--- src/rtl/b64_pkg.sv ---
// shared types, constants and character mapping functions for the base64 stream codec
package b64_pkg;

	// results one input beat can cause, and the width of a count of them
	localparam int unsigned NUM_SLOTS = 6;
	localparam int unsigned SLOT_W    = 3;

	// line length of the encoded text and the saturation point of the counter
	localparam logic [6:0] LINE_LIMIT = 7'd76;
	localparam logic [6:0] LINE_MAX   = 7'd127;

	// special characters
	localparam logic [7:0] CHAR_CR  = 8'h0d;
	localparam logic [7:0] CHAR_LF  = 8'h0a;
	localparam logic [7:0] CHAR_PAD = 8'h3d;

	// configuration register indexes
	localparam int unsigned CFG_IDX_W = 2;
	localparam logic [CFG_IDX_W-1:0] CFG_ENCODE_MODE = 2'd0;
	localparam logic [CFG_IDX_W-1:0] CFG_LINE_BREAKS = 2'd1;

	// work record handed from the front end to the back end
	typedef struct packed {
		logic [NUM_SLOTS-1:0][7:0] chars;
		logic [SLOT_W-1:0]         cnt;
		logic                      data_valid;
		logic                      last;
		logic                      stopped;
	} b64_rec_t;

	// sextet to alphabet character
	function automatic logic [7:0] enc_char(input logic [5:0] v);
		if (v < 6'd26) begin
			return 8'h41 + {2'b00, v};
		end else if (v < 6'd52) begin
			return 8'h61 + {2'b00, v} - 8'd26;
		end else if (v < 6'd62) begin
			return 8'h30 + {2'b00, v} - 8'd52;
		end else if (v == 6'd62) begin
			return 8'h2b;
		end else begin
			return 8'h2f;
		end
	endfunction

	// alphabet character to sextet, bit 6 set for anything outside the alphabet
	function automatic logic [6:0] dec_sextet(input logic [7:0] c);
		if (c inside {[8'h41:8'h5a]}) begin
			return {1'b0, 6'(c - 8'h41)};
		end else if (c inside {[8'h61:8'h7a]}) begin
			return {1'b0, 6'(c - 8'h61 + 8'd26)};
		end else if (c inside {[8'h30:8'h39]}) begin
			return {1'b0, 6'(c - 8'h30 + 8'd52)};
		end else if (c == 8'h2b) begin
			return 7'd62;
		end else if (c == 8'h2f) begin
			return 7'd63;
		end else begin
			return 7'd64;
		end
	endfunction

endpackage

--- src/rtl/base64_stream_codec.sv ---
// Base64 stream codec top level. Input beats enter a front end that runs the encoder or decoder
// and packs every result one beat causes (up to six) into a work record; a two-record queue
// sits between it and a back end that hands out one result per cycle, while the output register
// is free or popped, through that register. An input beat is taken in the cycle it arrives while
// the queue has room, so the input never waits on its own work and new beats can be taken while
// earlier results are still handed out. A result passes through the queue's head register and
// then the output register before it shows on the output ports. No clearing is needed after
// reset.
module base64_stream_codec (
	input  logic                          clk,
	input  logic                          arst_n,
	input  logic                          push,
	output logic                          full,
	input  logic [7:0]                    in_byte,
	input  logic                          in_last,
	output logic                          empty,
	input  logic                          pop,
	output logic [7:0]                    out_byte,
	output logic                          byte_valid,
	output logic                          out_last,
	output logic                          decode_stopped,
	input  logic                          cfg_we,
	input  logic [b64_pkg::CFG_IDX_W-1:0] cfg_index,
	input  logic                          cfg_wdata
);

	logic                accept;
	logic                rec_push;
	b64_pkg::b64_rec_t   rec;
	b64_pkg::b64_rec_t   head_rec;
	logic                q_head_vld;
	logic                q_take;

	// input beat handshake
	assign accept = push && !full;

	// front end
	b64_front u_front (
		.clk       (clk),
		.arst_n    (arst_n),
		.accept    (accept),
		.in_byte   (in_byte),
		.in_last   (in_last),
		.cfg_we    (cfg_we),
		.cfg_index (cfg_index),
		.cfg_wdata (cfg_wdata),
		.rec_push  (rec_push),
		.rec       (rec)
	);

	// record queue
	b64_queue u_queue (
		.clk      (clk),
		.arst_n   (arst_n),
		.push     (rec_push),
		.push_rec (rec),
		.full     (full),
		.head_rec (head_rec),
		.head_vld (q_head_vld),
		.take     (q_take)
	);

	// back end
	b64_back u_back (
		.clk            (clk),
		.arst_n         (arst_n),
		.head_rec       (head_rec),
		.head_vld       (q_head_vld),
		.take           (q_take),
		.pop            (pop),
		.empty          (empty),
		.out_byte       (out_byte),
		.byte_valid     (byte_valid),
		.out_last       (out_last),
		.decode_stopped (decode_stopped)
	);

endmodule

--- src/rtl/b64_front.sv ---
// front end: accepts input beats, keeps the codec state, builds a work record for each beat that gives a result
module b64_front (
	input  logic                             clk,
	input  logic                             arst_n,
	input  logic                             accept,
	input  logic [7:0]                       in_byte,
	input  logic                             in_last,
	input  logic                             cfg_we,
	input  logic [b64_pkg::CFG_IDX_W-1:0]    cfg_index,
	input  logic                             cfg_wdata,
	output logic                             rec_push,
	output b64_pkg::b64_rec_t                rec
);

	logic                  encode_q;
	logic                  breaks_q;
	logic [1:0]            phase_q;
	logic [7:0]            carry_q;
	logic [6:0]            line_q;
	logic                  stopped_q;

	logic [1:0]            ph;
	logic [1:0]            phase_nxt;
	logic [7:0]            carry_nxt;
	logic [6:0]            line_nxt;
	logic [8:0]            line_sum;
	logic [1:0]            add_cnt;
	logic                  stop_nxt;
	logic [6:0]            sx;
	logic [b64_pkg::SLOT_W-1:0] n;

	// configuration registers
	always_ff @(posedge clk or negedge arst_n) begin
		if (!arst_n) begin
			encode_q <= 1'b1;
			breaks_q <= 1'b1;
		end else if (cfg_we) begin
			case (cfg_index)
				b64_pkg::CFG_ENCODE_MODE: encode_q <= cfg_wdata;
				b64_pkg::CFG_LINE_BREAKS: breaks_q <= cfg_wdata;
				default: ;
			endcase
		end
	end

	// per-beat encode / decode and record assembly
	always_comb begin
		n         = '0;
		rec.chars = '0;
		ph        = (phase_q == 2'd3) ? 2'd0 : phase_q;
		phase_nxt = phase_q;
		carry_nxt = carry_q;
		line_nxt  = line_q;
		line_sum  = '0;
		add_cnt   = 2'd1;
		stop_nxt  = stopped_q;
		sx        = b64_pkg::dec_sextet(in_byte);

		if (encode_q) begin
			// split the byte over the current group
			case (ph)
				2'd0: begin
					rec.chars[n] = b64_pkg::enc_char(in_byte[7:2]);
					n = n + 3'd1;
					carry_nxt = {2'b00, in_byte[1:0], 4'b0000};
				end
				2'd1: begin
					rec.chars[n] = b64_pkg::enc_char(carry_q[5:0] | {2'b00, in_byte[7:4]});
					n = n + 3'd1;
					carry_nxt = {2'b00, in_byte[3:0], 2'b00};
				end
				default: begin
					rec.chars[n] = b64_pkg::enc_char(carry_q[5:0] | {4'b0000, in_byte[7:6]});
					n = n + 3'd1;
					rec.chars[n] = b64_pkg::enc_char(in_byte[5:0]);
					n = n + 3'd1;
					add_cnt = 2'd2;
				end
			endcase
			phase_nxt = (ph == 2'd2) ? 2'd0 : ph + 2'd1;

			// saturating character count on the line
			line_sum = {2'b00, line_q} + {7'b0, add_cnt};
			line_nxt = (line_sum > {2'b00, b64_pkg::LINE_MAX}) ? b64_pkg::LINE_MAX : line_sum[6:0];

			// line break once the line is full
			if (breaks_q && line_nxt >= b64_pkg::LINE_LIMIT) begin
				rec.chars[n] = b64_pkg::CHAR_CR;
				n = n + 3'd1;
				rec.chars[n] = b64_pkg::CHAR_LF;
				n = n + 3'd1;
				line_nxt = '0;
			end

			// close the message: partial group with padding, then a final break
			if (in_last) begin
				if (phase_nxt != 2'd0) begin
					rec.chars[n] = b64_pkg::enc_char(carry_nxt[5:0]);
					n = n + 3'd1;
					rec.chars[n] = b64_pkg::CHAR_PAD;
					n = n + 3'd1;
					if (phase_nxt == 2'd1) begin
						rec.chars[n] = b64_pkg::CHAR_PAD;
						n = n + 3'd1;
					end
				end
				if (breaks_q && line_nxt != 7'd0) begin
					rec.chars[n] = b64_pkg::CHAR_CR;
					n = n + 3'd1;
					rec.chars[n] = b64_pkg::CHAR_LF;
					n = n + 3'd1;
				end
			end
		end else begin
			// decode: skip line breaks, stop on padding or a foreign character
			if (!stopped_q && in_byte != b64_pkg::CHAR_CR && in_byte != b64_pkg::CHAR_LF) begin
				if (sx[6]) begin
					stop_nxt = 1'b1;
				end else begin
					case (phase_q)
						2'd0: begin
							carry_nxt = {sx[5:0], 2'b00};
						end
						2'd1: begin
							rec.chars[n] = carry_q | {6'b0, sx[5:4]};
							n = n + 3'd1;
							carry_nxt = {sx[3:0], 4'b0000};
						end
						2'd2: begin
							rec.chars[n] = carry_q | {4'b0, sx[5:2]};
							n = n + 3'd1;
							carry_nxt = {sx[1:0], 6'b0};
						end
						default: begin
							rec.chars[n] = carry_q | {2'b0, sx[5:0]};
							n = n + 3'd1;
						end
					endcase
					phase_nxt = phase_q + 2'd1;
				end
			end
		end

		// bare end marker when the last beat gave nothing
		rec.data_valid = 1'b1;
		if (in_last && n == 3'd0) begin
			rec.chars[0]   = 8'h00;
			rec.data_valid = 1'b0;
			n = 3'd1;
		end

		rec.cnt     = n;
		rec.last    = in_last;
		rec.stopped = !encode_q && stop_nxt;
		rec_push    = accept && (n != 3'd0);
	end

	// codec state, cleared at the end of every message
	always_ff @(posedge clk or negedge arst_n) begin
		if (!arst_n) begin
			phase_q   <= '0;
			carry_q   <= '0;
			line_q    <= '0;
			stopped_q <= 1'b0;
		end else if (accept) begin
			if (in_last) begin
				phase_q   <= '0;
				carry_q   <= '0;
				line_q    <= '0;
				stopped_q <= 1'b0;
			end else begin
				phase_q   <= phase_nxt;
				carry_q   <= carry_nxt;
				line_q    <= line_nxt;
				stopped_q <= stop_nxt;
			end
		end
	end

endmodule

--- src/rtl/b64_queue.sv ---
// two-entry shift queue of work records between front and back end
module b64_queue (
	input  logic                 clk,
	input  logic                 arst_n,
	input  logic                 push,
	input  b64_pkg::b64_rec_t    push_rec,
	output logic                 full,
	output b64_pkg::b64_rec_t    head_rec,
	output logic                 head_vld,
	input  logic                 take
);

	b64_pkg::b64_rec_t head_q;
	b64_pkg::b64_rec_t tail_q;
	logic              head_vld_q;
	logic              tail_vld_q;

	assign full     = tail_vld_q;
	assign head_rec = head_q;
	assign head_vld = head_vld_q;

	// occupancy
	always_ff @(posedge clk or negedge arst_n) begin
		if (!arst_n) begin
			head_vld_q <= 1'b0;
			tail_vld_q <= 1'b0;
		end else begin
			case ({push, take})
				2'b10: begin
					if (head_vld_q) begin
						tail_vld_q <= 1'b1;
					end else begin
						head_vld_q <= 1'b1;
					end
				end
				2'b01: begin
					head_vld_q <= tail_vld_q;
					tail_vld_q <= 1'b0;
				end
				default: ;
			endcase
		end
	end

	// record storage, head always in the first slot
	always_ff @(posedge clk) begin
		case ({push, take})
			2'b10: begin
				if (head_vld_q) begin
					tail_q <= push_rec;
				end else begin
					head_q <= push_rec;
				end
			end
			2'b01: begin
				head_q <= tail_q;
			end
			2'b11: begin
				if (tail_vld_q) begin
					head_q <= tail_q;
					tail_q <= push_rec;
				end else begin
					head_q <= push_rec;
				end
			end
			default: ;
		endcase
	end

endmodule

--- src/rtl/b64_back.sv ---
// back end: walks the head record one result per cycle into the output register while it is free or popped
module b64_back (
	input  logic                 clk,
	input  logic                 arst_n,
	input  b64_pkg::b64_rec_t    head_rec,
	input  logic                 head_vld,
	output logic                 take,
	input  logic                 pop,
	output logic                 empty,
	output logic [7:0]           out_byte,
	output logic                 byte_valid,
	output logic                 out_last,
	output logic                 decode_stopped
);

	logic [b64_pkg::SLOT_W-1:0] idx_q;
	logic                       out_vld_q;
	logic [7:0]                 byte_q;
	logic                       bvalid_q;
	logic                       last_q;
	logic                       stop_q;
	logic                       emit;
	logic                       at_end;

	// move a result when the output register is free or being drained
	assign emit   = head_vld && (!out_vld_q || pop);
	assign at_end = (idx_q == head_rec.cnt - 3'd1);
	assign take   = emit && at_end;

	assign empty          = !out_vld_q;
	assign out_byte       = byte_q;
	assign byte_valid     = bvalid_q;
	assign out_last       = last_q;
	assign decode_stopped = stop_q;

	// slot index and output valid
	always_ff @(posedge clk or negedge arst_n) begin
		if (!arst_n) begin
			idx_q     <= '0;
			out_vld_q <= 1'b0;
		end else begin
			if (emit) begin
				idx_q     <= at_end ? '0 : idx_q + 3'd1;
				out_vld_q <= 1'b1;
			end else if (pop) begin
				out_vld_q <= 1'b0;
			end
		end
	end

	// output payload
	always_ff @(posedge clk) begin
		if (emit) begin
			byte_q   <= head_rec.chars[idx_q];
			bvalid_q <= head_rec.data_valid;
			last_q   <= head_rec.last && at_end;
			stop_q   <= head_rec.stopped;
		end
	end

endmodule

--- config.mk ---
export PLATFORM = sky130hd
export DESIGN_NAME = base64_stream_codec
export DESIGN_NICKNAME = d
export VERILOG_FILES = /design/src/rtl/b64_pkg.sv /design/src/rtl/base64_stream_codec.sv /design/src/rtl/b64_front.sv /design/src/rtl/b64_queue.sv /design/src/rtl/b64_back.sv
export SDC_FILE = /design/constraint.sdc
export NUM_CORES = 1
export LEC_CHECK = 0
export BUFFER_PORTS_ARGS = -buffer_cell sky130_fd_sc_hd__buf_2
export CAP_MARGIN = 20
export CORE_MARGIN = 1
export CORE_UTILIZATION = 59
export DETAILED_ROUTE_END_ITERATION = 6
export PLACE_DENSITY_LB_ADDON = 0.15
export SKIP_CTS_REPAIR_TIMING = 1
export SLEW_MARGIN = 0
export SYNTH_ARGS = -nofsm -noshare
export SYNTH_HDL_FRONTEND = slang
export SYNTH_HIERARCHICAL = 1
export SYNTH_SLANG_ARGS = --single-unit
--- constraint.sdc ---
create_clock -name clk -period 10.25 [get_ports clk]
set_clock_uncertainty 0.1 [all_clocks]
set_input_delay 2.05 -clock clk [delete_from_list [all_inputs] [get_ports clk]]
set_output_delay 2.05 -clock clk [all_outputs]
set_load 0.01 [all_outputs]
==> results_dict.tcl, run 1 <==
set metrics [dict create \
    run_status "completed" \
    yosys_register_bits 145 \
    path_depth 21 \
    grt_setup_unrepaired "false" \
    grt_pass1_wl_um 53000 \
    setup_ws_ns 3.98 \
    layout.nets 1361 \
    drt-initial-drc-count 1173 \
    seq_power_share_pct 28.4 \
    cp-start-kind "flip-flop" \
    worst_hold_slack_ns 0.342 \
    power_leakage_uw 0.00470 \
    max_freq_ghz 0.160 \
    dieWidth_um 144 \
    yosys.area_share.xor_xnor_pct 1.89 \
    gp_congestion 0.960 \
    r2r_setup_slack_ns 3.98 \
    internal-power_uw 1800 \
    hold_class "flip-flop to flip-flop" \
    io_buffers 29 \
    yosysWarningCount 6 \
    initial_core_util_pct 60.5 \
    endpoint_kind "flip-flop" \
    synth_compound_area_share_pct 28.4 \
    clkSinkCount 145 \
    hold_viol 0 \
    p_sw_uw 1620 \
    peakVddDrop_mv 0.147 \
    route.detailed.drc 0 \
    synthArstFlopShare_pct 17.9 \
    cts_buffers 17 \
    cp_max_fo 44 \
    clk_latency_ns 0.44 \
    timing.setup.tns_ns 0 \
    cp_top_family "compound AO/OA/AOI/OAI gates" \
    period_minus_slack_ns 6.27 \
    p_per_area_mw_per_mm2 271 \
    drtAntennaViolNets 0 \
    viasPerCell 6.77 \
    timing.final.crit_share_pct 61.2 \
    grt_pass1_vias 9686 \
    max_cap_violations 0 \
    dp_slack_ns 3.49 \
    synth_flop_cell "edfxtp_1" \
    first_pass_iters 7 \
    yosys.area_share.simple_pct 16.9 \
    crit_required_ns 10.42 \
    maxSlewViolCount 0 \
    design.core.area_mm2 0.0196 \
    row_count 51 \
    synth_cell_types 92 \
    cts_tree "yes" \
    synth-edff-count 119 \
    syn_to_final_growth_pct 6.67 \
    syn_avg_cell_area_um2 8.96 \
    whs_path_depth 0 \
    clockRootBuffer "clkbuf_16" \
    arrival_ns 6.44 \
    grt_max_degree 109 \
    io_pins 30 \
    yosysTopAreaCellShare_pct 30.2 \
    syn_area_mm2 0.0118 \
    dpl.hpwl_um 23300 \
    syn-num-nets 1393 \
    cp_num_buf_inv 3 \
    track_usage_pct 33.4 \
    htreeDepth 4 \
    worst_pin_slew_ns 1.07 \
    setup_viol 0 \
    vias 10600 \
    max_stage_delay_ns 0.55 \
    reg2reg_depth 21 \
    ys_seq_area_share_pct 35.7 \
    criticalPathCategory "flip-flop to flip-flop" \
    antenna_found_initial 0 \
    die_area_mm2 0.0206 \
    synth_area_leaders "edfxtp_1 (30%), ha_1 (5.7%), o211ai_2 (5.3%)" \
    die_h_um 144 \
    cp_cell_sequence "inv_1 -> ha_1 -> buf_4 -> xor2_1 -> ha_1 -> a21oi_2 -> nor3_1 -> a41oi_1 -> and2_1 -> a21bo_1 -> ha_1 -> mux2i_1 -> ha_1 -> xnor2_1 -> nor2_1 -> mux2_2 -> nand3_1 -> a32oi_1 -> nor3_1 -> inv_1 -> o211ai_2" \
    cpMaxStageDelayCell "nor3_1" \
    cts_buffer_depth 2 \
    synthAdderAreaFrac_pct 5.70 \
    swShare_pct 47.3 \
    route.detailed.wl_per_inst_um 21.5 \
    synth_area_leader_cell "edfxtp_1" \
    grt_overflow 0 \
    pwr-share-comb_pct 53.2 \
    clkPwrFrac_pct 18.3 \
    crit_top_cell "ha_1" \
    wl_um 33700 \
    synthMuxAreaShare_pct 3.78 \
    post_route_cells_drive_above_1_share_pct 13.7 \
    clk_pin_slew_ns 0.07 \
    antennaDiodeCount 0 \
    syn_inst 1322 \
    relSlewSlack_pct 28.2 \
    synth_top_family_by_area "compound AO/OA/AOI/OAI gates" \
]
[synthesized netlist by cell type (7+ instances only)]
library cell	count
a32oi_1	7
or2_2	10
o22ai_1	20
buf_1	10
a21oi_1	82
buf_6	9
xnor2_1	19
dfrtp_1	24
and3_1	13
nor3_1	31
o211ai_1	63
o221ai_1	8
or3_1	10
nand2_1	109
a21o_1	15
o31ai_1	12
mux4_2	8
o211ai_2	50
ha_1	54
nor2b_1	10
o32ai_1	7
a32o_1	8
a31oi_1	28
clkbuf_1	55
buf_2	16
o21ai_0	56
nand3_1	81
mux2i_1	23
inv_1	113
nor2_1	77
nand2b_1	15
edfxtp_1	119
a211oi_1	12
and2_1	8
[cell families after synthesis]
family	after synthesis
AO/OA/AOI/OAI	447
multiplexers	34
XOR/XNOR	24
flip-flops	145
buffers and inverters	212
adder cells (fa/ha/maj)	54
AND/OR/NAND/NOR	406
[layout by cell type (no fill, tap or decap), drive strengths merged, types with 45 or more instances in the layout]
master / n
nor2: 78
buf: 45
nand3: 82
nand2: 110
ha: 54
o21ai: 60
a21oi: 83
inv: 120
edfxtp: 119
o211ai: 113
[layer usage]
metal / share of wire [%] / GRT usage (%)
met1: 42 / 44.5
met2: 47 / 54.2
met3: 6.8 / 4.27
met4: 3.6 / 15.1
met5: 0 / 0
[final cells by class]
class / instances / area [um^2]
Clock buffer: 17 / 425
Clock inverter: 15 / 189
Fill cell: 1638 / 6950
Inverter: 116 / 435
Multi-Input combinational cell: 965 / 6750
Sequential cell: 145 / 4230
Tap cell: 265 / 332
Timing Repair Buffer: 45 / 275
[power groups by stage]
stage	sequential (uW)	combinational (uW)	clock [uW]
after global routing	990	1970	658
final	974	1820	628
after CTS	971	1770	636
after detailed placement	983	1770	0
after floorplan	943	1360	0
after global placement	978	1750	0
[sequential cells by signal, indices dropped and copies added, names as in the netlist]
signal and cells:
u_front/line_q 7, u_front/encode_q 1, u_front/stopped_q 1, u_front/carry_q 8, u_front/breaks_q 1, u_queue/head_vld 1, u_back/out_vld_q 1, u_back/out_byte 8
u_back/byte_valid 1, u_front/phase_q 2, u_queue/full 1, u_back/idx_q 3, u_back/out_last 1, u_queue/head_rec 54, u_back/decode_stopped 1, u_queue/tail_q 54
[path summary, 6_finish.rpt]
kind,startpoint,endpoint
max,u_front/phase_q[0],u_queue/head_rec[10]
min,u_queue/head_rec[2],u_back/byte_valid
max reg2reg,u_front/phase_q[0],u_queue/head_rec[10]
min reg2reg,u_queue/head_rec[2],u_back/byte_valid
max in group asynchronous,arst_n,u_queue/full
min in group asynchronous,arst_n,u_front/line_q[3]
[through the flow]
stage	power, uW	std cells	util [%]	instance area, um^2
finish	3420	1568	64.5	12600
global route	3620	1568	64.5	12600
CTS	3380	1566	64.4	12600
detailed placement	2750	1534	61.2	12000
global placement	2720	1534	61.2	12000
floorplan	2300	1322	-	11800
Power figures use the tool's default switching activity.
==> run 2, diff against run 1 <==
--- a/config.mk
+++ b/config.mk
@@ -5,10 +5,11 @@
 export SDC_FILE = /design/constraint.sdc
 export NUM_CORES = 1
 export LEC_CHECK = 0
+export ABC_AREA = 1
 export BUFFER_PORTS_ARGS = -buffer_cell sky130_fd_sc_hd__buf_2
 export CAP_MARGIN = 20
 export CORE_MARGIN = 1
-export CORE_UTILIZATION = 59
+export CORE_UTILIZATION = 58
 export DETAILED_ROUTE_END_ITERATION = 6
 export PLACE_DENSITY_LB_ADDON = 0.15
 export SKIP_CTS_REPAIR_TIMING = 1
==> constraint.sdc (replaced) <==
create_clock -name clk -period 5.65 [get_ports clk]
set_clock_uncertainty 0.1 [all_clocks]
set_input_delay 1.13 -clock clk [delete_from_list [all_inputs] [get_ports clk]]
set_output_delay 1.13 -clock clk [all_outputs]
set_load 0.01 [all_outputs]
==> run 2 against run 1 <==
  * Synthesized cell count is 10% higher
  * First-iteration DRC count decreased by 11%
  * Power grew 100%
  * Highest routed layer unchanged
  * Die area down 5.4%
  * Maximum frequency grew 20%
  * Cell count grew 9.2%
  * Critical path type unchanged
  * Via count fell by 1.7%
  * Critical path depth increased by 10
  * Largest power group unchanged
  * Setup slack worse by 3.5 ns
  * Non-clock buffer count grew 2
  * Worst hold slack worse by 0.019 ns
==> results_dict.tcl, run 2 <==
set metrics [dict create \
    grt_pass1_wl_um 52000 \
    route.detailed.drc 0 \
    cp-start-kind "flip-flop" \
    clkSinkCount 145 \
    grt_overflow 0 \
    yosysWarningCount 6 \
    grt_setup_unrepaired "false" \
    hold_class "flip-flop to flip-flop" \
    maxSlewViolCount 0 \
    first_pass_iters 6 \
    timing.final.crit_share_pct 92.2 \
    run_status "completed" \
    p_sw_uw 3280 \
    worst_pin_slew_ns 0.799 \
    grtUsageMet3_pct 5.23 \
    route.detailed.wl_per_inst_um 19.2 \
    power_uw 6950 \
    syn_avg_cell_area_um2 7.55 \
    clk_latency_ns 0.42 \
    cts_buffer_depth 2 \
    ys_seq_area_share_pct 38.4 \
    max_stage_delay_ns 0.38 \
    wl_um 32900 \
    synthArstFlopShare_pct 17.9 \
    p_per_area_mw_per_mm2 578 \
    r2r-end "u_queue/tail_q[28]" \
    cp_max_fo 54 \
    min_from "u_queue/head_rec[0]" \
    row_count 50 \
    initial_core_util_pct 59.0 \
    relSlewSlack_pct 46.8 \
    grt_pass1_vias 9811 \
    arrival_ns 5.20 \
    dpl.hpwl_um 24100 \
    cp_num_buf_inv 8 \
    fill_cells 1632 \
    clockRootBuffer "clkbuf_16" \
    track_usage_pct 34.3 \
    setup_ws_ns 0.443 \
    use_met2_pct 57.2 \
    yosys_register_bits 145 \
    clkPwrFrac_pct 17.3 \
    post_route_cells_drive_above_1_share_pct 10.8 \
    cpMaxStageDelayCell "dfrtp_1" \
    dieWidth_um 140 \
    die_area_mm2 0.0195 \
    antennaDiodeCount 0 \
    power_leakage_uw 0.00531 \
    pwr-share-comb_pct 53.3 \
    die_h_um 140 \
    clk_pin_slew_ns 0.06 \
    gp_congestion 1.00 \
    viasPerCell 6.09 \
    criticalPathCategory "flip-flop to flip-flop" \
    synth-edff-count 119 \
    stdcell_area_mm2 0.0120 \
    final_common_cell "nand2_1" \
    yosysTopAreaCellShare_pct 32.5 \
    drtAntennaViolNets 0 \
    r2r_setup_slack_ns 0.44 \
    cts_buffers 17 \
    regToRegStartpoint "u_front/phase_q[0]" \
    synth_flop_cell "edfxtp_1" \
    whs_path_depth 0 \
    layout.nets 1537 \
    peakVddDrop_mv 0.350 \
    syn-num-nets 1528 \
    endpoint_kind "flip-flop" \
    worst_hold_slack_ns 0.322 \
    drt-initial-drc-count 1039 \
    max_freq_ghz 0.192 \
    ys_top_cells_by_count "nand2_1 (378), inv_1 (149), edfxtp_1 (119), o21ai_0 (119), nand3_1 (118)" \
    crit_required_ns 5.64 \
    io_buffers 29 \
    synth_cell_types 58 \
    synth_area_leader_cell "edfxtp_1" \
    period_minus_slack_ns 5.21 \
    final_cell_mix "nand2_1 (375), inv_1 (146), edfxtp_1 (119)" \
    reg2reg_depth 31 \
    max_cap_violations 0 \
    setup_viol 0 \
    syn_area_mm2 0.0110 \
    hold_end "u_back/decode_stopped" \
    io_pins 30 \
    syn_to_final_growth_pct 9.21 \
    cts_tree "yes" \
    design.core.area_mm2 0.0186 \
    swShare_pct 47.2 \
    yosysMostFrequentCell "nand2_1" \
    hold_viol 0 \
    cp_top_family "simple AND/OR/NAND/NOR gates" \
    internal-power_uw 3670 \
    seq_power_share_pct 29.5 \
    place_area_mm2 0.0114 \
    dp_slack_ns 0.197 \
    vias 10400 \
    antenna_found_initial 0 \
    gr-usage-met1_pct 43.1 \
    htreeDepth 4 \
    syn_inst 1457 \
    synth_area_leaders "edfxtp_1 (32%), nand2_1 (13%), ha_1 (6.1%)" \
    busiest_layer "met2" \
    timing.setup.tns_ns 0 \
    grt_max_degree 55 \
]
==> run 2: changes by cell type in the layout (fill, tap and decap cells not counted), moves of 20 or more <==
cell	change
nand3_1	+37
inv_1	+33
o211ai_2	-50
nand2_1	+266
mux2i_1	-23
nor2_1	+39
o21ai_0	+62
o21ai_1	+20
o211ai_1	-43
==> run 2: final cells by class <==
cell class	instances	area, um^2	share of cell area, %
Multi-Input combinational cell	1091	5930	49.4
Sequential cell	145	4230	35.2
Inverter	164	623	5.18
Clock buffer	18	429	3.57
Timing Repair Buffer	47	317	2.63
Tap cell	234	293	2.44
Clock inverter	14	199	1.66
==> run 2: cells by family after synthesis <==
kind of cell               synth area share, %
and+or+nand+nor                           27.1
xor gates and xnor gates                  1.99
buffers and inverters                     8.89
DFF                                       38.4
AOI/OAI and AO/OA                         17.5
adders and majority gates                 6.14
==> run 2: worst max path at each step <==
stage                                  start              endpoint  slack, ns  cells past startpoint
after floorplan           u_front/phase_q[0]     u_queue/tail_q[0]       0.05                     32
after global placement            in_byte[2]  u_queue/head_rec[53]       0.18                     23
after detailed placement          in_byte[2]  u_queue/head_rec[23]       0.20                     23
after CTS                 u_front/phase_q[0]   u_queue/head_rec[7]       0.38                     34
after global routing      u_front/phase_q[0]  u_queue/head_rec[53]       0.07                     34
final                     u_front/phase_q[0]    u_queue/tail_q[28]       0.44                     31
==> run 2: routing by layer <==
metal	share of wire (%)	up-vias
met5	0	-
met4	4.7	0
met3	7.4	117
met2	48	506
met1	40	4839
li1	-	4964
==> run 2: through the flow <==
step / util, % / instances
CTS: 64.3 / 1713
finish: 64.5 / 1713
floorplan: - / 1457
global placement: 61.0 / 1681
detailed placement: 61.0 / 1681
global route: 64.5 / 1713
==> run 2: worst reg2reg max path: cells and delay by family, from the launching register on <==
family / cells / cell delay (ns)
and+or+nand+nor: 13 / 1.51
buffers and inverters: 8 / 1.12
DFF: 1 / 0.38
xor gates and xnor gates: 2 / 0.36
AOI/OAI and AO/OA: 3 / 0.47
adders and majority gates: 5 / 0.90
==> run 2: power by group through the flow <==
stage / Clock (uW) / Sequential [uW] / Combinational (uW)
2_1_floorplan: 0 / 2000 / 2750
3_3_place_gp: 0 / 2060 / 3540
3_5_place_dp: 0 / 2070 / 3580
4_1_cts: 1220 / 2050 / 3610
5_1_grt: 1260 / 2090 / 4060
6_report: 1200 / 2050 / 3700
